[src/hw/rtl/esp_pkg.sv]
// Shared types, codes and the control store of the empty-slot sort move planner.
// Used by esp_seq, esp_dp and the top level; depends on nothing else.
package esp_pkg;

   // Fixed field widths of the request and response transfers and of the step counter.
   localparam int OP_W   = 2;
   localparam int SLOT_W = 6;
   localparam int PAT_W  = 2;
   localparam int VAL_W  = 6;
   localparam int ST_W   = 2;
   localparam int DATA_W = 16;
   localparam int UPC_W  = 5;

   // Request kinds.
   localparam logic [OP_W-1:0] OP_SET    = 2'd0;
   localparam logic [OP_W-1:0] OP_PAT_WR = 2'd1;
   localparam logic [OP_W-1:0] OP_APPLY  = 2'd2;
   localparam logic [OP_W-1:0] OP_PLAN   = 2'd3;

   // Response status codes.
   localparam logic [ST_W-1:0] ST_MOVE   = 2'd0;
   localparam logic [ST_W-1:0] ST_SORTED = 2'd1;
   localparam logic [ST_W-1:0] ST_ERROR  = 2'd2;

   // Control store addresses.
   localparam logic [UPC_W-1:0] U_INIT       = 5'd0;
   localparam logic [UPC_W-1:0] U_IDLE       = 5'd1;
   localparam logic [UPC_W-1:0] U_DISP       = 5'd2;
   localparam logic [UPC_W-1:0] U_SET        = 5'd3;
   localparam logic [UPC_W-1:0] U_PATW       = 5'd4;
   localparam logic [UPC_W-1:0] U_APPLY      = 5'd5;
   localparam logic [UPC_W-1:0] U_COPY       = 5'd6;
   localparam logic [UPC_W-1:0] U_COPY_END   = 5'd7;
   localparam logic [UPC_W-1:0] U_PLAN       = 5'd8;
   localparam logic [UPC_W-1:0] U_CHK_SORT   = 5'd9;
   localparam logic [UPC_W-1:0] U_CHK_FILL   = 5'd10;
   localparam logic [UPC_W-1:0] U_CHK_FB     = 5'd11;
   localparam logic [UPC_W-1:0] U_FB_SETUP   = 5'd12;
   localparam logic [UPC_W-1:0] U_FIND       = 5'd13;
   localparam logic [UPC_W-1:0] U_CHK_FOUND  = 5'd14;
   localparam logic [UPC_W-1:0] U_FILL_SETUP = 5'd15;
   localparam logic [UPC_W-1:0] U_MOVE       = 5'd16;
   localparam logic [UPC_W-1:0] U_MOVE_SRC   = 5'd17;
   localparam logic [UPC_W-1:0] U_SORTED     = 5'd18;
   localparam logic [UPC_W-1:0] U_ERR        = 5'd19;
   localparam logic [UPC_W-1:0] U_OUT        = 5'd20;
   localparam logic [UPC_W-1:0] U_OUT_WAIT   = 5'd21;

   // Datapath action of one control word.
   typedef enum logic [3:0] {
      A_NONE,
      A_INIT,
      A_IDLE,
      A_SET_WR,
      A_PAT_WR,
      A_COPY,
      A_SCAN,
      A_LOOP_CLR,
      A_FIND,
      A_FB_SETUP,
      A_FILL_SETUP,
      A_WR_DST,
      A_WR_SRC,
      A_RES_SORTED,
      A_RES_ERR,
      A_RES_LOAD
   } act_type;

   // Jump condition of one control word. A taken jump goes to the target (a dispatch
   // goes to the entry of the request kind), otherwise the step counter advances by one.
   typedef enum logic [3:0] {
      C_NEVER,
      C_ALWAYS,
      C_INIT_MORE,
      C_NO_REQ,
      C_DISPATCH,
      C_PAT_BAD,
      C_LOOP_MORE,
      C_SORTED,
      C_FILL,
      C_FB_BAD,
      C_NOT_FOUND,
      C_RSP_FREE
   } cond_type;

   typedef struct packed {
      act_type               act;
      cond_type              cond;
      logic [UPC_W-1:0]      target;
   } ucw_type;

   // Status flags from the datapath to the sequencer.
   typedef struct packed {
      logic                  req_valid;
      logic [OP_W-1:0]       op;
      logic                  init_more;
      logic                  loop_more;
      logic                  pat_bad;
      logic                  sorted;
      logic                  fill;
      logic                  fb_bad;
      logic                  not_found;
      logic                  rsp_free;
   } stat_type;

   function automatic ucw_type mk_cw(input act_type a, input cond_type c,
                                     input logic [UPC_W-1:0] t);
      ucw_type w;
      w.act    = a;
      w.cond   = c;
      w.target = t;
      return w;
   endfunction

   // The microprogram.
   function automatic ucw_type ucode_rom(input logic [UPC_W-1:0] addr);
      ucw_type w;
      case (addr)
         U_INIT:       w = mk_cw(A_INIT,       C_INIT_MORE, U_INIT);
         U_IDLE:       w = mk_cw(A_IDLE,       C_NO_REQ,    U_IDLE);
         U_DISP:       w = mk_cw(A_NONE,       C_DISPATCH,  U_IDLE);
         U_SET:        w = mk_cw(A_SET_WR,     C_ALWAYS,    U_IDLE);
         U_PATW:       w = mk_cw(A_PAT_WR,     C_ALWAYS,    U_IDLE);
         U_APPLY:      w = mk_cw(A_NONE,       C_PAT_BAD,   U_IDLE);
         U_COPY:       w = mk_cw(A_COPY,       C_LOOP_MORE, U_COPY);
         U_COPY_END:   w = mk_cw(A_NONE,       C_ALWAYS,    U_IDLE);
         U_PLAN:       w = mk_cw(A_SCAN,       C_LOOP_MORE, U_PLAN);
         U_CHK_SORT:   w = mk_cw(A_NONE,       C_SORTED,    U_SORTED);
         U_CHK_FILL:   w = mk_cw(A_LOOP_CLR,   C_FILL,      U_FIND);
         U_CHK_FB:     w = mk_cw(A_NONE,       C_FB_BAD,    U_ERR);
         U_FB_SETUP:   w = mk_cw(A_FB_SETUP,   C_ALWAYS,    U_MOVE);
         U_FIND:       w = mk_cw(A_FIND,       C_LOOP_MORE, U_FIND);
         U_CHK_FOUND:  w = mk_cw(A_NONE,       C_NOT_FOUND, U_ERR);
         U_FILL_SETUP: w = mk_cw(A_FILL_SETUP, C_NEVER,     U_IDLE);
         U_MOVE:       w = mk_cw(A_WR_DST,     C_NEVER,     U_IDLE);
         U_MOVE_SRC:   w = mk_cw(A_WR_SRC,     C_ALWAYS,    U_OUT);
         U_SORTED:     w = mk_cw(A_RES_SORTED, C_ALWAYS,    U_OUT);
         U_ERR:        w = mk_cw(A_RES_ERR,    C_NEVER,     U_IDLE);
         U_OUT:        w = mk_cw(A_RES_LOAD,   C_RSP_FREE,  U_IDLE);
         U_OUT_WAIT:   w = mk_cw(A_NONE,       C_ALWAYS,    U_OUT);
         default:      w = mk_cw(A_NONE,       C_ALWAYS,    U_IDLE);
      endcase
      return w;
   endfunction

   function automatic logic [UPC_W-1:0] dispatch_target(input logic [OP_W-1:0] op);
      logic [UPC_W-1:0] t;
      case (op)
         OP_SET:    t = U_SET;
         OP_PAT_WR: t = U_PATW;
         OP_APPLY:  t = U_APPLY;
         OP_PLAN:   t = U_PLAN;
         default:   t = U_IDLE;
      endcase
      return t;
   endfunction

endpackage

[src/hw/rtl/esp_ram.sv]
// Simple dual-port RAM: one write port, one read port with registered read data.
// Generic; used by esp_dp for the layouts and the pattern store.
module esp_ram #(
   parameter int DEPTH = 2,
   parameter int WIDTH = 8,
   parameter int AW    = 1
) (
   input  logic             clock,
   input  logic             we,
   input  logic [AW-1:0]    waddr,
   input  logic [WIDTH-1:0] wdata,
   input  logic [AW-1:0]    raddr,
   output logic [WIDTH-1:0] rdata
);

   logic [WIDTH-1:0] mem_ff [DEPTH];
   logic [WIDTH-1:0] rdata_ff;

   always_ff @(posedge clock) begin
      if (we) begin
         mem_ff[waddr] <= wdata;
      end
      rdata_ff <= mem_ff[raddr];
   end

   assign rdata = rdata_ff;

endmodule

[src/hw/rtl/esp_seq.sv]
// Microcode sequencer: step counter, control store lookup and jump logic.
// Depends on esp_pkg for the control word, the flags and the microprogram.
module esp_seq (
   input  logic               clock,
   input  logic               reset,
   input  esp_pkg::stat_type  stat,
   output esp_pkg::act_type   act
);

   logic [esp_pkg::UPC_W-1:0] upc_ff;
   logic [esp_pkg::UPC_W-1:0] upc_in;
   esp_pkg::ucw_type          cw;
   logic                      take;

   assign cw = esp_pkg::ucode_rom(upc_ff);

   always_comb begin
      case (cw.cond)
         esp_pkg::C_NEVER:     take = 1'b0;
         esp_pkg::C_ALWAYS:    take = 1'b1;
         esp_pkg::C_INIT_MORE: take = stat.init_more;
         esp_pkg::C_NO_REQ:    take = !stat.req_valid;
         esp_pkg::C_DISPATCH:  take = 1'b1;
         esp_pkg::C_PAT_BAD:   take = stat.pat_bad;
         esp_pkg::C_LOOP_MORE: take = stat.loop_more;
         esp_pkg::C_SORTED:    take = stat.sorted;
         esp_pkg::C_FILL:      take = stat.fill;
         esp_pkg::C_FB_BAD:    take = stat.fb_bad;
         esp_pkg::C_NOT_FOUND: take = stat.not_found;
         esp_pkg::C_RSP_FREE:  take = stat.rsp_free;
         default:              take = 1'b1;
      endcase
   end

   // Next step.
   always_comb begin
      if (cw.cond == esp_pkg::C_DISPATCH) begin
         upc_in = esp_pkg::dispatch_target(stat.op);
      end else if (take) begin
         upc_in = cw.target;
      end else begin
         upc_in = upc_ff + esp_pkg::UPC_W'(1);
      end
   end

   // Control output.
   always_comb begin
      act = cw.act;
   end

   always_ff @(posedge clock) begin
      if (reset) begin
         upc_ff <= esp_pkg::U_INIT;
      end else begin
         upc_ff <= upc_in;
      end
   end

endmodule

[src/hw/rtl/esp_dp.sv]
// Datapath of the move planner: request and response registers, layout and
// pattern memories, scan counter and search flags. Depends on esp_pkg and esp_ram.
module esp_dp #(
   parameter int SLOT_COUNT    = 35,
   parameter int PATTERN_COUNT = 4,
   parameter int ITEM_BITS     = 6
) (
   input  logic                        clock,
   input  logic                        reset,
   input  esp_pkg::act_type            act,
   output esp_pkg::stat_type           stat,
   input  logic                        req_tvalid,
   output logic                        req_tready,
   input  logic [esp_pkg::OP_W-1:0]    req_op,
   input  logic [esp_pkg::SLOT_W-1:0]  req_slot,
   input  logic [esp_pkg::PAT_W-1:0]   req_pattern,
   input  logic [esp_pkg::VAL_W-1:0]   req_value,
   output logic                        rsp_tvalid,
   input  logic                        rsp_tready,
   output logic [esp_pkg::SLOT_W-1:0]  rsp_from,
   output logic [esp_pkg::SLOT_W-1:0]  rsp_to,
   output logic [esp_pkg::ST_W-1:0]    rsp_status
);

   localparam int IDX_W     = $clog2(SLOT_COUNT);
   localparam int CTR_W     = $clog2(SLOT_COUNT + 1);
   localparam int PAT_DEPTH = PATTERN_COUNT * SLOT_COUNT;
   localparam int PAT_AW    = $clog2(PAT_DEPTH);

   localparam logic [IDX_W-1:0]             LAST_IDX  = IDX_W'(SLOT_COUNT - 1);
   localparam logic [CTR_W-1:0]             CTR_END   = CTR_W'(SLOT_COUNT);
   localparam logic [PAT_AW-1:0]            LAST_PAT  = PAT_AW'(PAT_DEPTH - 1);
   localparam logic [PAT_AW-1:0]            PAT_SLOTS = PAT_AW'(SLOT_COUNT);
   localparam logic [IDX_W:0]               ID_LIM    = (IDX_W + 1)'(SLOT_COUNT - 2);
   localparam logic [esp_pkg::SLOT_W:0]     SLOT_LIM  = (esp_pkg::SLOT_W + 1)'(SLOT_COUNT);
   localparam logic [esp_pkg::PAT_W+1:0]    PAT_LIM   = (esp_pkg::PAT_W + 2)'(PATTERN_COUNT);

   // Reset content: slot i holds i, the last two slots are empty.
   function automatic logic [ITEM_BITS-1:0] ident_entry(input logic [IDX_W-1:0] i);
      logic [ITEM_BITS-1:0] v;
      if ({1'b0, i} < ID_LIM) begin
         v = ITEM_BITS'(i);
      end else begin
         v = '0;
      end
      return v;
   endfunction

   // Request registers.
   logic [esp_pkg::OP_W-1:0]   op_ff,   op_in;
   logic [esp_pkg::SLOT_W-1:0] slot_ff, slot_in;
   logic [esp_pkg::PAT_W-1:0]  pat_ff,  pat_in;
   logic [ITEM_BITS-1:0]       val_ff,  val_in;

   // Scan pipeline.
   logic [CTR_W-1:0]  ctr_ff, ctr_in;
   logic              pv_ff, pv_in;
   logic [IDX_W-1:0]  rd_idx_ff, rd_idx_in;

   // Power-up fill.
   logic [PAT_AW-1:0] init_addr_ff, init_addr_in;
   logic [IDX_W-1:0]  init_slot_ff, init_slot_in;
   logic              init_row0_ff, init_row0_in;

   // Search results.
   logic                 diff_ff,     diff_in;
   logic                 fill_ok_ff,  fill_ok_in;
   logic [IDX_W-1:0]     fill_idx_ff, fill_idx_in;
   logic [ITEM_BITS-1:0] fill_val_ff, fill_val_in;
   logic                 hole_ok_ff,  hole_ok_in;
   logic [IDX_W-1:0]     hole_idx_ff, hole_idx_in;
   logic                 mis_ok_ff,   mis_ok_in;
   logic [IDX_W-1:0]     mis_idx_ff,  mis_idx_in;
   logic [ITEM_BITS-1:0] mis_val_ff,  mis_val_in;
   logic                 found_ff,    found_in;
   logic [IDX_W-1:0]     mv_src_ff,   mv_src_in;
   logic [IDX_W-1:0]     mv_dst_ff,   mv_dst_in;
   logic [ITEM_BITS-1:0] mv_val_ff,   mv_val_in;

   // Result staging and output register.
   logic [IDX_W-1:0]           res_from_ff, res_from_in;
   logic [IDX_W-1:0]           res_to_ff,   res_to_in;
   logic [esp_pkg::ST_W-1:0]   res_st_ff,   res_st_in;
   logic                       rsp_valid_ff, rsp_valid_in;
   logic [esp_pkg::SLOT_W-1:0] rsp_from_ff, rsp_from_in;
   logic [esp_pkg::SLOT_W-1:0] rsp_to_ff,   rsp_to_in;
   logic [esp_pkg::ST_W-1:0]   rsp_st_ff,   rsp_st_in;

   // Memory ports.
   logic                 cur_we,  tgt_we,  pat_we;
   logic [IDX_W-1:0]     cur_waddr, tgt_waddr;
   logic [PAT_AW-1:0]    pat_waddr, pat_raddr;
   logic [ITEM_BITS-1:0] cur_wdata, tgt_wdata, pat_wdata;
   logic [ITEM_BITS-1:0] cur_rdata, tgt_rdata, pat_rdata;

   logic              rd_go;
   logic              slot_ok;
   logic              pat_ok;
   logic              rsp_free;
   logic [IDX_W-1:0]  cidx;
   logic [IDX_W-1:0]  slot_idx;
   logic [PAT_AW-1:0] pat_base;

   assign cidx     = ctr_ff[IDX_W-1:0];
   assign slot_idx = slot_ff[IDX_W-1:0];
   assign slot_ok  = {1'b0, slot_ff} < SLOT_LIM;
   assign pat_ok   = {2'b00, pat_ff} < PAT_LIM;
   assign pat_base = PAT_AW'(pat_ff) * PAT_SLOTS;
   assign rd_go    = (act inside {esp_pkg::A_SCAN, esp_pkg::A_FIND, esp_pkg::A_COPY})
                     && (ctr_ff < CTR_END);
   assign rsp_free = !rsp_valid_ff || rsp_tready;
   assign pat_raddr = pat_base + PAT_AW'(cidx);

   esp_ram #(.DEPTH(SLOT_COUNT), .WIDTH(ITEM_BITS), .AW(IDX_W)) u_cur (
      .clock (clock),
      .we    (cur_we),
      .waddr (cur_waddr),
      .wdata (cur_wdata),
      .raddr (cidx),
      .rdata (cur_rdata)
   );

   esp_ram #(.DEPTH(SLOT_COUNT), .WIDTH(ITEM_BITS), .AW(IDX_W)) u_tgt (
      .clock (clock),
      .we    (tgt_we),
      .waddr (tgt_waddr),
      .wdata (tgt_wdata),
      .raddr (cidx),
      .rdata (tgt_rdata)
   );

   esp_ram #(.DEPTH(PAT_DEPTH), .WIDTH(ITEM_BITS), .AW(PAT_AW)) u_pat (
      .clock (clock),
      .we    (pat_we),
      .waddr (pat_waddr),
      .wdata (pat_wdata),
      .raddr (pat_raddr),
      .rdata (pat_rdata)
   );

   // Memory write ports.
   always_comb begin
      cur_we    = 1'b0;
      cur_waddr = slot_idx;
      cur_wdata = val_ff;
      tgt_we    = 1'b0;
      tgt_waddr = slot_idx;
      tgt_wdata = val_ff;
      pat_we    = 1'b0;
      pat_waddr = pat_base + PAT_AW'(slot_idx);
      pat_wdata = val_ff;
      case (act)
         esp_pkg::A_INIT: begin
            pat_we    = 1'b1;
            pat_waddr = init_addr_ff;
            pat_wdata = ident_entry(init_slot_ff);
            cur_we    = init_row0_ff;
            cur_waddr = init_slot_ff;
            cur_wdata = ident_entry(init_slot_ff);
            tgt_we    = init_row0_ff;
            tgt_waddr = init_slot_ff;
            tgt_wdata = ident_entry(init_slot_ff);
         end
         esp_pkg::A_SET_WR: begin
            cur_we = slot_ok;
            tgt_we = slot_ok;
         end
         esp_pkg::A_PAT_WR: begin
            pat_we = slot_ok && pat_ok;
         end
         esp_pkg::A_COPY: begin
            tgt_we    = pv_ff;
            tgt_waddr = rd_idx_ff;
            tgt_wdata = pat_rdata;
         end
         esp_pkg::A_WR_DST: begin
            cur_we    = 1'b1;
            cur_waddr = mv_dst_ff;
            cur_wdata = mv_val_ff;
         end
         esp_pkg::A_WR_SRC: begin
            cur_we    = 1'b1;
            cur_waddr = mv_src_ff;
            cur_wdata = '0;
         end
         default: begin
            cur_we = 1'b0;
         end
      endcase
   end

   // Register next values.
   always_comb begin
      op_in        = op_ff;
      slot_in      = slot_ff;
      pat_in       = pat_ff;
      val_in       = val_ff;
      ctr_in       = rd_go ? ctr_ff + CTR_W'(1) : ctr_ff;
      pv_in        = rd_go;
      rd_idx_in    = cidx;
      init_addr_in = init_addr_ff;
      init_slot_in = init_slot_ff;
      init_row0_in = init_row0_ff;
      diff_in      = diff_ff;
      fill_ok_in   = fill_ok_ff;
      fill_idx_in  = fill_idx_ff;
      fill_val_in  = fill_val_ff;
      hole_ok_in   = hole_ok_ff;
      hole_idx_in  = hole_idx_ff;
      mis_ok_in    = mis_ok_ff;
      mis_idx_in   = mis_idx_ff;
      mis_val_in   = mis_val_ff;
      found_in     = found_ff;
      mv_src_in    = mv_src_ff;
      mv_dst_in    = mv_dst_ff;
      mv_val_in    = mv_val_ff;
      res_from_in  = res_from_ff;
      res_to_in    = res_to_ff;
      res_st_in    = res_st_ff;
      rsp_valid_in = rsp_valid_ff && !rsp_tready;
      rsp_from_in  = rsp_from_ff;
      rsp_to_in    = rsp_to_ff;
      rsp_st_in    = rsp_st_ff;

      case (act)
         esp_pkg::A_INIT: begin
            init_addr_in = init_addr_ff + PAT_AW'(1);
            if (init_slot_ff == LAST_IDX) begin
               init_slot_in = '0;
               init_row0_in = 1'b0;
            end else begin
               init_slot_in = init_slot_ff + IDX_W'(1);
            end
         end
         esp_pkg::A_IDLE: begin
            op_in      = req_op;
            slot_in    = req_slot;
            pat_in     = req_pattern;
            val_in     = ITEM_BITS'(req_value);
            ctr_in     = '0;
            pv_in      = 1'b0;
            diff_in    = 1'b0;
            fill_ok_in = 1'b0;
            hole_ok_in = 1'b0;
            mis_ok_in  = 1'b0;
            found_in   = 1'b0;
         end
         esp_pkg::A_SCAN: begin
            // One slot per cycle: compare, note the first fillable hole, the
            // first hole and the first misplaced item.
            if (pv_ff) begin
               if (cur_rdata != tgt_rdata) begin
                  diff_in = 1'b1;
               end
               if (!fill_ok_ff && cur_rdata == '0 && tgt_rdata != '0) begin
                  fill_ok_in  = 1'b1;
                  fill_idx_in = rd_idx_ff;
                  fill_val_in = tgt_rdata;
               end
               if (!hole_ok_ff && cur_rdata == '0) begin
                  hole_ok_in  = 1'b1;
                  hole_idx_in = rd_idx_ff;
               end
               if (!mis_ok_ff && cur_rdata != '0 && cur_rdata != tgt_rdata) begin
                  mis_ok_in  = 1'b1;
                  mis_idx_in = rd_idx_ff;
                  mis_val_in = cur_rdata;
               end
            end
         end
         esp_pkg::A_LOOP_CLR: begin
            ctr_in   = '0;
            pv_in    = 1'b0;
            found_in = 1'b0;
         end
         esp_pkg::A_FIND: begin
            if (pv_ff && !found_ff && cur_rdata == fill_val_ff) begin
               found_in  = 1'b1;
               mv_src_in = rd_idx_ff;
            end
         end
         esp_pkg::A_FB_SETUP: begin
            mv_src_in = mis_idx_ff;
            mv_dst_in = hole_idx_ff;
            mv_val_in = mis_val_ff;
         end
         esp_pkg::A_FILL_SETUP: begin
            mv_dst_in = fill_idx_ff;
            mv_val_in = fill_val_ff;
         end
         esp_pkg::A_WR_SRC: begin
            res_from_in = mv_src_ff;
            res_to_in   = mv_dst_ff;
            res_st_in   = esp_pkg::ST_MOVE;
         end
         esp_pkg::A_RES_SORTED: begin
            res_from_in = '0;
            res_to_in   = LAST_IDX;
            res_st_in   = esp_pkg::ST_SORTED;
         end
         esp_pkg::A_RES_ERR: begin
            res_from_in = '0;
            res_to_in   = '0;
            res_st_in   = esp_pkg::ST_ERROR;
         end
         esp_pkg::A_RES_LOAD: begin
            if (rsp_free) begin
               rsp_valid_in = 1'b1;
               rsp_from_in  = esp_pkg::SLOT_W'(res_from_ff);
               rsp_to_in    = esp_pkg::SLOT_W'(res_to_ff);
               rsp_st_in    = res_st_ff;
            end
         end
         default: begin
            op_in = op_ff;
         end
      endcase
   end

   always_ff @(posedge clock) begin
      if (reset) begin
         ctr_ff       <= '0;
         pv_ff        <= 1'b0;
         init_addr_ff <= '0;
         init_slot_ff <= '0;
         init_row0_ff <= 1'b1;
         rsp_valid_ff <= 1'b0;
      end else begin
         ctr_ff       <= ctr_in;
         pv_ff        <= pv_in;
         init_addr_ff <= init_addr_in;
         init_slot_ff <= init_slot_in;
         init_row0_ff <= init_row0_in;
         rsp_valid_ff <= rsp_valid_in;
      end
   end

   always_ff @(posedge clock) begin
      op_ff       <= op_in;
      slot_ff     <= slot_in;
      pat_ff      <= pat_in;
      val_ff      <= val_in;
      rd_idx_ff   <= rd_idx_in;
      diff_ff     <= diff_in;
      fill_ok_ff  <= fill_ok_in;
      fill_idx_ff <= fill_idx_in;
      fill_val_ff <= fill_val_in;
      hole_ok_ff  <= hole_ok_in;
      hole_idx_ff <= hole_idx_in;
      mis_ok_ff   <= mis_ok_in;
      mis_idx_ff  <= mis_idx_in;
      mis_val_ff  <= mis_val_in;
      found_ff    <= found_in;
      mv_src_ff   <= mv_src_in;
      mv_dst_ff   <= mv_dst_in;
      mv_val_ff   <= mv_val_in;
      res_from_ff <= res_from_in;
      res_to_ff   <= res_to_in;
      res_st_ff   <= res_st_in;
      rsp_from_ff <= rsp_from_in;
      rsp_to_ff   <= rsp_to_in;
      rsp_st_ff   <= rsp_st_in;
   end

   always_comb begin
      stat.req_valid = req_tvalid;
      stat.op        = op_ff;
      stat.init_more = init_addr_ff != LAST_PAT;
      stat.loop_more = !(pv_ff && rd_idx_ff == LAST_IDX);
      stat.pat_bad   = !pat_ok;
      stat.sorted    = !diff_ff;
      stat.fill      = fill_ok_ff;
      stat.fb_bad    = !(hole_ok_ff && mis_ok_ff);
      stat.not_found = !found_ff;
      stat.rsp_free  = rsp_free;
   end

   assign req_tready = (act == esp_pkg::A_IDLE);
   assign rsp_tvalid = rsp_valid_ff;
   assign rsp_from   = rsp_from_ff;
   assign rsp_to     = rsp_to_ff;
   assign rsp_status = rsp_st_ff;

   // A planned move never takes an item from the slot it puts it into.
   a_move_distinct: assert property (@(posedge clock) disable iff (reset)
      (rsp_valid_ff && rsp_st_ff == esp_pkg::ST_MOVE) |-> (rsp_from_ff != rsp_to_ff))
      else $error("move result with equal source and destination");

   // The fill path only commits after the source search succeeded.
   a_fill_found: assert property (@(posedge clock) disable iff (reset)
      (act == esp_pkg::A_FILL_SETUP) |-> found_ff)
      else $error("fill move set up without a source");

   a_wr_distinct: assert property (@(posedge clock) disable iff (reset)
      (act == esp_pkg::A_WR_DST) |-> (mv_dst_ff != mv_src_ff))
      else $error("move writes destination equal to source");

   a_pipe_idx: assert property (@(posedge clock) disable iff (reset)
      pv_ff |-> (rd_idx_ff <= LAST_IDX))
      else $error("scan read beyond the last slot");

endmodule

[src/hw/rtl/empty_slot_sort_move_planner.sv]
// Top level of the empty-slot sort move planner: stream packing around the
// microcode sequencer (esp_seq) and the datapath (esp_dp). Depends on esp_pkg.
//
// Usage: requests arrive on the req_ stream, one transfer per command. The
// command kind travels in req_tuser: set a slot in both layouts, write a
// pattern entry, copy a pattern into the target layout, or plan one move.
// Only a plan command produces a response transfer on the rsp_ stream, with
// the source and destination slots in rsp_tdata and the status in rsp_tuser.
// Timing: one command is worked on at a time. A pattern copy makes one pass
// over the pattern memory and a plan up to two passes over the current layout
// memory, one slot per cycle through its read port. After reset the block
// fills both layouts and every pattern with the identity order, last two slots
// empty, with req_tready low throughout.
// The response sits in an output register: the block takes the next command
// while it waits, and only a further plan command waits for rsp_tready.
module empty_slot_sort_move_planner #(
   parameter int SLOT_COUNT    = 35,
   parameter int PATTERN_COUNT = 4,
   parameter int ITEM_BITS     = 6
) (
   input  logic                          clock,
   input  logic                          reset,
   input  logic                          req_tvalid,
   output logic                          req_tready,
   // [5:0] slot, [7:6] pattern, [13:8] item_value, [15:14] zero
   input  logic [esp_pkg::DATA_W-1:0]    req_tdata,
   // [1:0] operation
   input  logic [esp_pkg::OP_W-1:0]      req_tuser,
   output logic                          rsp_tvalid,
   input  logic                          rsp_tready,
   // [5:0] from_slot, [11:6] to_slot, [15:12] zero
   output logic [esp_pkg::DATA_W-1:0]    rsp_tdata,
   // [1:0] status
   output logic [esp_pkg::ST_W-1:0]      rsp_tuser
);

   localparam int PAT_LO = esp_pkg::SLOT_W;
   localparam int VAL_LO = esp_pkg::SLOT_W + esp_pkg::PAT_W;
   localparam int RSP_PAD = esp_pkg::DATA_W - 2 * esp_pkg::SLOT_W;

   esp_pkg::act_type            act;
   esp_pkg::stat_type           stat;
   logic [esp_pkg::SLOT_W-1:0]  req_slot;
   logic [esp_pkg::PAT_W-1:0]   req_pattern;
   logic [esp_pkg::VAL_W-1:0]   req_value;
   logic [esp_pkg::SLOT_W-1:0]  rsp_from;
   logic [esp_pkg::SLOT_W-1:0]  rsp_to;

   assign req_slot    = req_tdata[esp_pkg::SLOT_W-1:0];
   assign req_pattern = req_tdata[PAT_LO +: esp_pkg::PAT_W];
   assign req_value   = req_tdata[VAL_LO +: esp_pkg::VAL_W];
   assign rsp_tdata   = {{RSP_PAD{1'b0}}, rsp_to, rsp_from};

   esp_seq u_seq (
      .clock (clock),
      .reset (reset),
      .stat  (stat),
      .act   (act)
   );

   esp_dp #(
      .SLOT_COUNT    (SLOT_COUNT),
      .PATTERN_COUNT (PATTERN_COUNT),
      .ITEM_BITS     (ITEM_BITS)
   ) u_dp (
      .clock       (clock),
      .reset       (reset),
      .act         (act),
      .stat        (stat),
      .req_tvalid  (req_tvalid),
      .req_tready  (req_tready),
      .req_op      (req_tuser),
      .req_slot    (req_slot),
      .req_pattern (req_pattern),
      .req_value   (req_value),
      .rsp_tvalid  (rsp_tvalid),
      .rsp_tready  (rsp_tready),
      .rsp_from    (rsp_from),
      .rsp_to      (rsp_to),
      .rsp_status  (rsp_tuser)
   );

endmodule
[config.mk]
export PLATFORM = sky130hd
export DESIGN_NAME = empty_slot_sort_move_planner
export DESIGN_NICKNAME = d
export VERILOG_FILES = /design/src/hw/rtl/esp_pkg.sv /design/src/hw/rtl/esp_ram.sv /design/src/hw/rtl/esp_seq.sv /design/src/hw/rtl/esp_dp.sv /design/src/hw/rtl/empty_slot_sort_move_planner.sv
export SDC_FILE = /design/constraint.sdc
export NUM_CORES = 1
export LEC_CHECK = 0
export ABC_AREA = 0
export BUFFER_PORTS_ARGS = -buffer_cell sky130_fd_sc_hd__buf_2
export CORE_MARGIN = 1.5
export CORE_UTILIZATION = 40
export CTS_CLUSTER_DIAMETER = 60
export DETAILED_ROUTE_END_ITERATION = 6
export PLACE_DENSITY = 0.64
export SYNTH_ARGS = -nofsm -noshare
export SYNTH_HDL_FRONTEND = slang
export SYNTH_SLANG_ARGS = --single-unit
[constraint.sdc]
create_clock -name clock -period 4.5 [get_ports clock]
set_clock_uncertainty 0.15 [all_clocks]
set_input_delay 0.225 -clock clock [delete_from_list [all_inputs] [get_ports clock]]
set_output_delay 0.225 -clock clock [all_outputs]
set_load 0.02 [all_outputs]
* Yosys cells after proc, flatten, opt, wreduce, memory -nomap -nowiden
Memory sizes are Yosys's and may differ from the RTL's. A register that Yosys moved wholly into a read port is not among the register bits.
Index checks and enable logic that the tools add are counted.
** Cells by class
- Add/subtract/negate cells :: 6
- Mux-type cells :: 45
- Magnitude comparators :: 3
- Reductions and logical operators :: 50
- Multipliers :: 1
- Eq/ne operators :: 39
** Operators by type and width (number)
- one-hot mux 6 bit (2 select lines) :: 6
- one-hot mux 6 bit (3 select lines) :: 3
- equality test 4 bit, second input constant :: 12
- equality test 4 x 3 -> 1 bit, second input constant :: 8
- two-way mux 6 bit :: 4
- AND reduction 3 bit :: 7
- one-hot mux 5 bit (4 select lines) :: 1
- < comparator 6 bit, second input constant :: 3
- two-way mux 1 bit :: 17
- adder 8 x 6 -> 8 bit :: 2
- equality test 4 x 2 -> 1 bit, second input constant :: 4
- two-way mux 5 bit :: 3
- adder 6 x 1 -> 6 bit, second input constant :: 2
- equality test 6 bit, second input constant :: 2
- one-hot mux 1 bit (2 select lines) :: 6
- nonzero test 6 bit :: 2
- logical AND 1 bit :: 11
- zero test 1 bit :: 10
- inequality test 2 bit, second input constant :: 5
- nonzero test 2 bit :: 5
- one-hot mux 1 bit (9 select lines) :: 1
- adder 8 x 1 -> 8 bit, second input constant :: 1
- multiplier 2 x 6 -> 8 bit, second input constant :: 1
- two-way mux 8 bit :: 1
- other kinds (18) :: 27
** Word-level totals
- Memory bits (writable) :: 1260
- Register bits after elaboration :: 131
- Memories :: 4
- Bits in read-only memories :: 416
- Input bits :: 22
- Word-level logic and storage cells :: 179
- Output and inout bits :: 20
** Memories
- u_dp.u_pat.mem_ff :: words 140, width 6, rd ports 1, clocked after Yosys merged registers in 1, wr ports 1, line esp_ram.sv:16 : logic [WIDTH-1:0] mem_ff [DEPTH];
- (no name shown) :: words 32, width 13, rd ports 1, clocked after Yosys merged registers in 1, wr ports 0, line esp_pkg.sv:118 : case (addr)
- u_dp.u_cur.mem_ff :: words 35, width 6, rd ports 1, clocked after Yosys merged registers in 1, wr ports 1, line esp_ram.sv:16
- u_dp.u_tgt.mem_ff :: words 35, width 6, rd ports 1, clocked after Yosys merged registers in 1, wr ports 1, line esp_ram.sv:16

* Longest topological paths before layout
Gate-level depths: netlist of the first run.
- Depth in word-level cells :: 7
- Depth in mapped cells :: 16
- Gate-level depth less buffers :: 12

* By module
A second synthesis of the first run with hierarchy kept.
** Second synthesis, totals
- Cells, all modules :: 3240
- Area total of the unflattened synthesis :: 57965.6 sq um
** By module, submodules not included
- esp_ram at u_dp.u_pat :: sequential area each 25344.3 sq um, cells each 1579, times used 1, area an instance 33280.7 sq um
- esp_ram at u_dp.u_cur :: sequential area each 6426.2 sq um, cells each 496, times used 1, area an instance 8638.3 sq um
- esp_ram at u_dp.u_tgt :: sequential area each 6426.2 sq um, cells each 491, times used 1, area an instance 8630.8 sq um
- esp_dp :: sequential area each 3493.4 sq um, cells each 512, times used 1, area an instance 6014.5 sq um
- esp_seq :: sequential area each 360.3 sq um, cells each 157, times used 1, area an instance 1367.6 sq um
- empty_slot_sort_move_planner :: sequential area each 0.0 sq um, cells each 5, times used 1, area an instance 33.8 sq um

* Least setup slack after synthesis of the first run
Ideal clock, no wire load.
- Path type :: register -> register
- Start point :: register u_dp.ctr_ff[1] (netlist: u_dp.cidx[1])
- End point :: register u_dp.u_pat.rdata_ff[4] (netlist: u_dp.u_pat.rdata[4]) (read register of u_dp.u_pat.mem_ff)
- Period minus slack after synthesis :: 4.563 ns
- Arrival time :: 4.279 ns
- Library setup time :: 0.134 ns
- Buffers on the path :: 6
- Stages on the path, launching flop included :: 14
- Slack :: -0.063 ns
- Data required time :: 4.216 ns
- Cells stage by stage :: dfxtp_1 clkbuf_1 clkbuf_1 clkbuf_1 inv_2 clkbuf_1 fa_1 clkbuf_1 clkbuf_1 mux4_2 mux4_2 mux2i_1 nor2_1 or4_1
** On the way
- Longest elaborated chain between the ends :: 1
** RTL lines
- start: declaration :: line esp_dp.sv:56 : logic [CTR_W-1:0] ctr_ff, ctr_in;
- start signal: assignment :: line esp_dp.sv:329 : ctr_ff <= ctr_in;
- adder 8 x 6 -> 8 bit :: line esp_dp.sv:112 : assign pat_raddr = pat_base + PAT_AW'(cidx);
- end: declaration :: line esp_ram.sv:17 : logic [WIDTH-1:0] rdata_ff;
Every way passes these cells.
A chain may end at the register's enable or synchronous reset.

* Worst setup path in the final report of the first run
- Start point :: register u_dp.pat_ff[0] in the netlist's numbering
- End point :: register u_dp.u_pat.rdata_ff[4] (netlist: u_dp.u_pat.rdata[4]) (read register of u_dp.u_pat.mem_ff)
** On the way
- Longest elaborated chain between the ends :: 2
** RTL lines
- start: declaration :: line esp_dp.sv:52 : logic [esp_pkg::PAT_W-1:0] pat_ff, pat_in;
- start signal: assignment :: line esp_dp.sv:341 : pat_ff <= pat_in;
- multiplier 2 x 6 -> 8 bit :: line esp_dp.sv:108 : assign pat_base = PAT_AW'(pat_ff) * PAT_SLOTS;
- adder 8 x 6 -> 8 bit :: line esp_dp.sv:112
Every way passes these cells.

==> results.json, run 1 <==
{
  "first_pass_iters": 5,
  "worstMarginPinSlew_ps": 1195,
  "dp_hpwl_mm": 78.44,
  "cts_tree": "yes",
  "htreeDepth": 4,
  "finalMaxSlewViolations": 0,
  "cts-root-buf": "clkbuf_16",
  "wire_per_inst_um": 24.29,
  "portBuffers": 35,
  "wl_met1_mm": 53.79,
  "grtUsageTotal": 0.1728,
  "viasPerCell": 5.469,
  "synth_edf_count": 1357,
  "tns_ps": 0,
  "synth.yosys.seq_area_share": 0.7402,
  "regToRegStartpoint": "u_dp.pat_ff[0]",
  "ff_latch_area_um2": 42060,
  "synth_warnings": 0,
  "finalCritPeriodShare": 0.9253,
  "timing.max_slew.rel_slack": 0.2032,
  "wirelength_mm": 124.1,
  "postSynthAreaPerCell_um2": 19.54,
  "antenna_cells": 0,
  "wl_met3_mm": 8.281,
  "synth_area_um2": 56810,
  "cts_inserted_buffers": 143,
  "antenna_left": 0,
  "final_cell_mix": "1357 x edfxtp_1, 378 x mux4_2, 302 x nor2_1",
  "powerDensity_nw_per_um2": 408.4,
  "pre_cts_ws_ps": 374.3,
  "first_iter_violations": 3085,
  "dieArea_um2": 144300,
  "die_w_um": 379.9,
  "min_period_ps": 4164,
  "postSynth.asyncResetShare": 0,
  "crit_slowest_cell": "fa_4",
  "rsz0062_at_grt": "no",
  "grt_overflow": 0,
  "top_layer": "met4",
  "synth-seq-cells": 1422,
  "wl_met2_mm": 59.31,
  "crit_fanout": 24,
  "yosysTopAreaCell": "edfxtp_1",
  "cts_resized": 0,
  "grt_max_degree": 113,
  "areaGrowthSynthToFinish_pct": 14.24,
  "max-cap-violations": 0,
  "synthCells": 2908,
  "cp-end-kind": "flop",
  "max-vdd-ir-drop_mv": 0.3805,
  "nFillCells": 11816,
  "cp.required_ps": 4990,
  "r2r_end": "u_dp.u_pat.rdata[4]",
  "nets": 3156,
  "insertion_delay_ps": 770,
  "drc": 0,
  "cts_sinks": 1422,
  "holdPathStages": 2,
  "start_kind": "flop",
  "path_clk_slew_ps": 60,
  "gp_congestion": 0.8840,
  "cellLeakagePower_uw": 0.02063,
  "worstPathArrival_ps": 4650,
  "via_count": 27939,
  "min_path_type": "in -> reg",
  "criticalPathCategory": "reg -> reg",
  "row_count": 138,
  "r2r_cells": 10,
  "hold_end": "u_dp.val_ff[5]",
  "worst-r2r-setup-slack_ps": 340,
  "synthTopCellsByArea": "edfxtp_1 72%, mux4_2 15%, dfxtp_1 2.3%, nor2_1 2.0%, nand2_1 0.94%",
  "max_freq_mhz": 240.2,
  "cts_buffer_depth": 3,
  "antenna_found_initial": 2,
  "grt_pass1_vias": 28126,
  "status": "finished, final reports clean",
  "hold_viol_final": 0,
  "final_common_cell": "edfxtp_1",
  "drive_gt1_frac": 0.2569,
  "finalSetupViolCount": 0,
  "synth_cell_types": 74,
  "fin_ws_ps": 335.9,
  "start_util": 0.4022,
  "die_h_um": 379.9,
  "synthDominantCellAreaShare": 0.7173,
  "grt_pass1_wl_mm": 186.1,
  "ys.flop_type": "edfxtp_1",
  "crit_path_max_incr_delay_ps": 910,
  "io-pin-count": 42,
  "coreArea_um2": 141200,
  "multi_input_area_um2": 14160,
  "path_cells": "inv_1, ha_1, fa_4, buf_12, buf_12, mux4_2, mux4_2, mux2i_1, nor2_1, or4_1",
  "min-delay-start": "req_tdata[13]"
}
## layout make-up
class,instances,area share
Clock inverter,87,0.01024
Multi-Input combinational cell,1310,0.2182
Clock buffer,173,0.05946
Inverter,29,0.001677
Tap cell,1890,0.03644
Sequential cell,1422,0.6481
Timing Repair Buffer,198,0.02591
## cells in the mapped netlist, types with 8 or more instances
library cell / n
edfxtp_1: 1357
mux4_2: 378
nor2_1: 303
nand2_1: 142
clkbuf_1: 92
dfxtp_1: 65
a21oi_1: 60
mux2i_1: 52
buf_2: 32
o21ai_0: 31
ha_1: 28
inv_1: 25
nor2b_1: 22
xor2_1: 22
mux2_2: 20
nand3_1: 20
a21o_1: 17
xnor2_1: 17
buf_1: 15
nor3_1: 15
o211ai_1: 15
nand4_1: 12
nand2b_1: 10
or3_1: 10
a22oi_1: 8
buf_4: 8
or4_1: 8
## cell families after synthesis
group | Yosys count | share of synthesized area
flops | 1422 | 0.7402
simple gates | 578 | 0.04458
mux | 450 | 0.1630
compound gates | 209 | 0.02584
buf+inv | 179 | 0.01346
xor+xnor | 39 | 0.006013
fa+ha+maj | 30 | 0.006872
other cells | 1 | 0.00006601
## timing repair
action / CTS / global route
setup buffers: 0 / 0
hold buffers: 23 / 0
hold endpoints to repair: 28 / 0
setup endpoints to repair: 0 / 0
## metal layers
layer / global-route usage / vias up
li1: - / 12180
met1: 0.2491 / 14621
met2: 0.2705 / 960
met3: 0.02926 / 178
met4: 0.05170 / 0
met5: 0 / -
## flip-flops by register name (all words and copies together), names as in the netlist, 8 cells and up
register	flops
u_dp.init_addr_ff	8
u_seq.cw	13
u_dp.u_cur.mem_ff	210
u_dp.u_pat.mem_ff	840
u_dp.u_tgt.mem_ff	210
## stage by stage
step	utilization	instance area (um^2)	hold slack, ps	std cells	power [uW]
after detailed placement	0.4259	60150	254.5	4826	15360
after global routing	0.4595	64900	56.88	5109	27260
after CTS	0.4595	64900	26.30	5109	26730
after global placement	0.4259	60150	251.0	4826	15340
after floorplan	-	56820	173.9	2911	15110
final	0.4595	64900	85.31	5109	26510
## how the worst max path moves through the flow
stage                              start                  endpoint
final                     u_dp.pat_ff[0]       u_dp.u_pat.rdata[4]
after global routing        u_seq.cw[11]  u_dp.u_cur.mem_ff[17][3]
after CTS                 u_dp.pat_ff[0]       u_dp.u_pat.rdata[4]
after detailed placement  u_dp.pat_ff[0]       u_dp.u_pat.rdata[4]
after global placement    u_dp.pat_ff[0]       u_dp.u_pat.rdata[3]
after floorplan             u_dp.cidx[1]       u_dp.u_pat.rdata[4]
## power by group
group / switching (uW) / internal, uW / total [uW] / leakage [uW]
Combinational: 364 / 143 / 507 / 0.00540
Sequential: 43.6 / 14500 / 14600 / 0.0130
Clock: 4940 / 6480 / 11400 / 0.00222
Total: 5350 / 21200 / 26500 / 0.0206
## worst max-delay path, delay by kind of cell, from the launching register on
| kind | cells | cell delay, ps |
|---|---|---|
| multiplexers | 3 | 1090 |
| buffers and inverters | 3 | 500 |
| adder cells (fa/ha/maj) | 2 | 1270 |
| flip-flops | 1 | 360 |
| AND/OR/NAND/NOR | 2 | 640 |
No activity file was read; power rests on OpenSTA's default activity.
==> inputs of run 2 (changes only) <==
--- a/config.mk
+++ b/config.mk
@@ -12,6 +12,7 @@
 export CTS_CLUSTER_DIAMETER = 60
 export DETAILED_ROUTE_END_ITERATION = 6
 export PLACE_DENSITY = 0.64
+export SETUP_SLACK_MARGIN = 0.4
 export SYNTH_ARGS = -nofsm -noshare
 export SYNTH_HDL_FRONTEND = slang
 export SYNTH_SLANG_ARGS = --single-unit
==> run 2 against run 1 <==
Effect of this change: sequential share of layout area down 0.53 points; total power up 1.1%; final cell count increased by 0.61%; via count increased by 0.51%; global-route usage up 0.089 points; worst setup slack gained 71 ps; register-to-register slack better by 70 ps; clock-buffer cell count grew 19; sequential power is essentially flat; clock power about the same; die area stayed put.
==> results.json, run 2 (synthesized netlist as in run 1, its figures left out) <==
{
  "status": "finished, final reports clean",
  "die_w_um": 379.9,
  "wire_per_inst_um": 24.51,
  "place_area_um2": 60260,
  "criticalPathCategory": "reg -> reg",
  "dp_hpwl_mm": 78.55,
  "max-cap-violations": 0,
  "viasPerCell": 5.463,
  "path_cells": "ha_4, inv_1, ha_1, a21o_1, a21oi_1, o21ai_0, nand2_1, xor2_1, o211a_1, nand3_1, nor2_1",
  "wirelength_mm": 126.0,
  "max-vdd-ir-drop_mv": 0.3362,
  "r2r_end": "u_dp.u_pat.mem_ff[138][1]",
  "hold_viol_final": 0,
  "crit_path_max_incr_delay_ps": 730,
  "die_h_um": 379.9,
  "nets": 3186,
  "grtUsageTotal": 0.1737,
  "worstMarginPinSlew_ps": 1210,
  "start_util": 0.4022,
  "rsz0062_at_grt": "yes",
  "path_delay_family": "simple AND/OR/NAND/NOR gates",
  "worst-r2r-setup-slack_ps": 410,
  "first_pass_iters": 6,
  "min_period_ps": 4093,
  "antenna_found_initial": 4,
  "crit_slowest_cell": "nor2_1",
  "fin_area_um2": 65430,
  "cellLeakagePower_uw": 0.02081,
  "crit_fanout": 12,
  "cts-root-buf": "clkbuf_16",
  "htreeDepth": 4,
  "antenna_left": 0,
  "coreArea_um2": 141200,
  "worstPathArrival_ps": 4340,
  "cts_sinks": 1422,
  "cts_tree": "yes",
  "grt_overflow": 0,
  "final_cell_mix": "1357 x edfxtp_1, 378 x mux4_2, 263 x nor2_1",
  "via_count": 28081,
  "min_path_type": "in -> reg",
  "insertion_delay_ps": 770,
  "path_clk_slew_ps": 60,
  "r2r_cells": 11,
  "finalCritPeriodShare": 0.9096,
  "first_iter_violations": 2769,
  "cp-end-kind": "flop",
  "areaGrowthSynthToFinish_pct": 15.18,
  "grt_max_degree": 141,
  "hold_end": "u_dp.op_ff[1]",
  "critPathBufInv": 1,
  "cts_buffer_depth": 3,
  "holdPathStages": 2,
  "row_count": 138,
  "tns_ps": 0,
  "min-delay-start": "req_tuser[1]",
  "portBuffers": 35,
  "drive_gt1_frac": 0.2786,
  "final_common_cell": "edfxtp_1",
  "gp_congestion": 0.8789,
  "cp.required_ps": 4750,
  "nFillCells": 11874,
  "grt_pass1_wl_mm": 187.2,
  "timing.max_slew.rel_slack": 0.1913,
  "powerDensity_nw_per_um2": 409.8,
  "regToRegStartpoint": "u_dp.pat_ff[1]",
  "hold_slack_ps": 75.42,
  "finalMaxSlewViolations": 0,
  "finalSetupViolCount": 0,
  "grt_pass1_vias": 28470,
  "io-pin-count": 42,
  "max_freq_mhz": 244.3,
  "path_depth": 11,
  "cts_inserted_buffers": 145,
  "largest_reg_flops": 840,
  "dieArea_um2": 144300,
  "drc": 0,
  "start_kind": "flop",
  "top_regs": "u_dp.u_pat.mem_ff: 840 flops, u_dp.u_cur.mem_ff: 210 flops, u_dp.u_tgt.mem_ff: 210 flops",
  "largest_register": "u_dp.u_pat.mem_ff"
}
-- run 2: cell types whose count changed in the layout (fill, tap and decap cells not counted), sizes merged --
cell | before | now
clkbuf | 173 | 196
diode | 0 | 2
inv | 33 | 40
buf | 175 | 199
bufinv | 6 | 9
clkinv | 73 | 43
clkinvlp | 4 | 6
-- run 2: cell type report --
type	instances	area (um^2)	share of cell area
multi-input combinational	1310	14310	0.2187
tap	1890	2365	0.03614
inverter	29	108.9	0.001664
clock inverter	69	703.2	0.01075
sequential	1422	42060	0.6428
antenna	2	5.005	0.00007649
clock buffer	192	3929	0.06004
timing repair buffer	226	1956	0.02989
-- run 2: worst max path at each step --
stage,to,slack (ps),start
6_report,u_dp.u_pat.mem_ff[138][1],410,u_dp.pat_ff[1]
2_1_floorplan,u_dp.u_pat.rdata[4],440,u_dp.cidx[1]
4_1_cts,u_dp.u_pat.rdata[0],410,u_dp.pat_ff[1]
5_1_grt,u_dp.u_pat.mem_ff[131][0],220,u_dp.pat_ff[1]
3_5_place_dp,u_dp.u_pat.rdata[4],390,u_dp.pat_ff[1]
3_3_place_gp,u_dp.u_pat.rdata[1],400,u_dp.pat_ff[1]
-- run 2: power by group --
part,switching (uW),total [uW],internal [uW]
Sequential,46.1,14600,14500
Combinational,357,497,139
Clock,5020,11700,6720
Total,5420,26800,21400
-- run 2: repair_timing --
action                                  CTS  global route
endpoints found under the hold margin    28             0
hold buffers                             23             0
gates cloned                              0             4
gates resized for setup                   2            49
setup buffers                             0             4
endpoints found under the setup margin    2           393
pin swaps                                 0             1
-- run 2: per-stage QoR --
| stage | utilization | power, uW | std cells | worst slack, ps |
|---|---|---|---|---|
| 3_5_place_dp | 0.4267 | 15350 | 4846 | 391.9 |
| 3_3_place_gp | 0.4267 | 15330 | 4846 | 403.5 |
| 2_1_floorplan | - | 15110 | 2911 | 444.4 |
| 5_1_grt | 0.4633 | 27550 | 5139 | 221.1 |
| 4_1_cts | 0.4611 | 27010 | 5130 | 407.3 |
| 6_report | 0.4633 | 26810 | 5140 | 406.8 |
-- run 2: worst reg2reg max path, stage by stage, from the launching register on --
cell and delay [ps]:
edfxtp_1 430, ha_4 320, inv_1 60, ha_1 270
a21o_1 180, a21oi_1 230, o21ai_0 140, nand2_1 100
xor2_1 300, o211a_1 230, nand3_1 580, nor2_1 740
-- run 2: per-layer routing --
layer	global-route usage	routed length, um	vias up
met2	0.2764	60720	927
met4	0.05244	3061	2
met1	0.2432	53730	14705
met3	0.03366	8484	193
met5	0	13	-
li1	-	-	12254
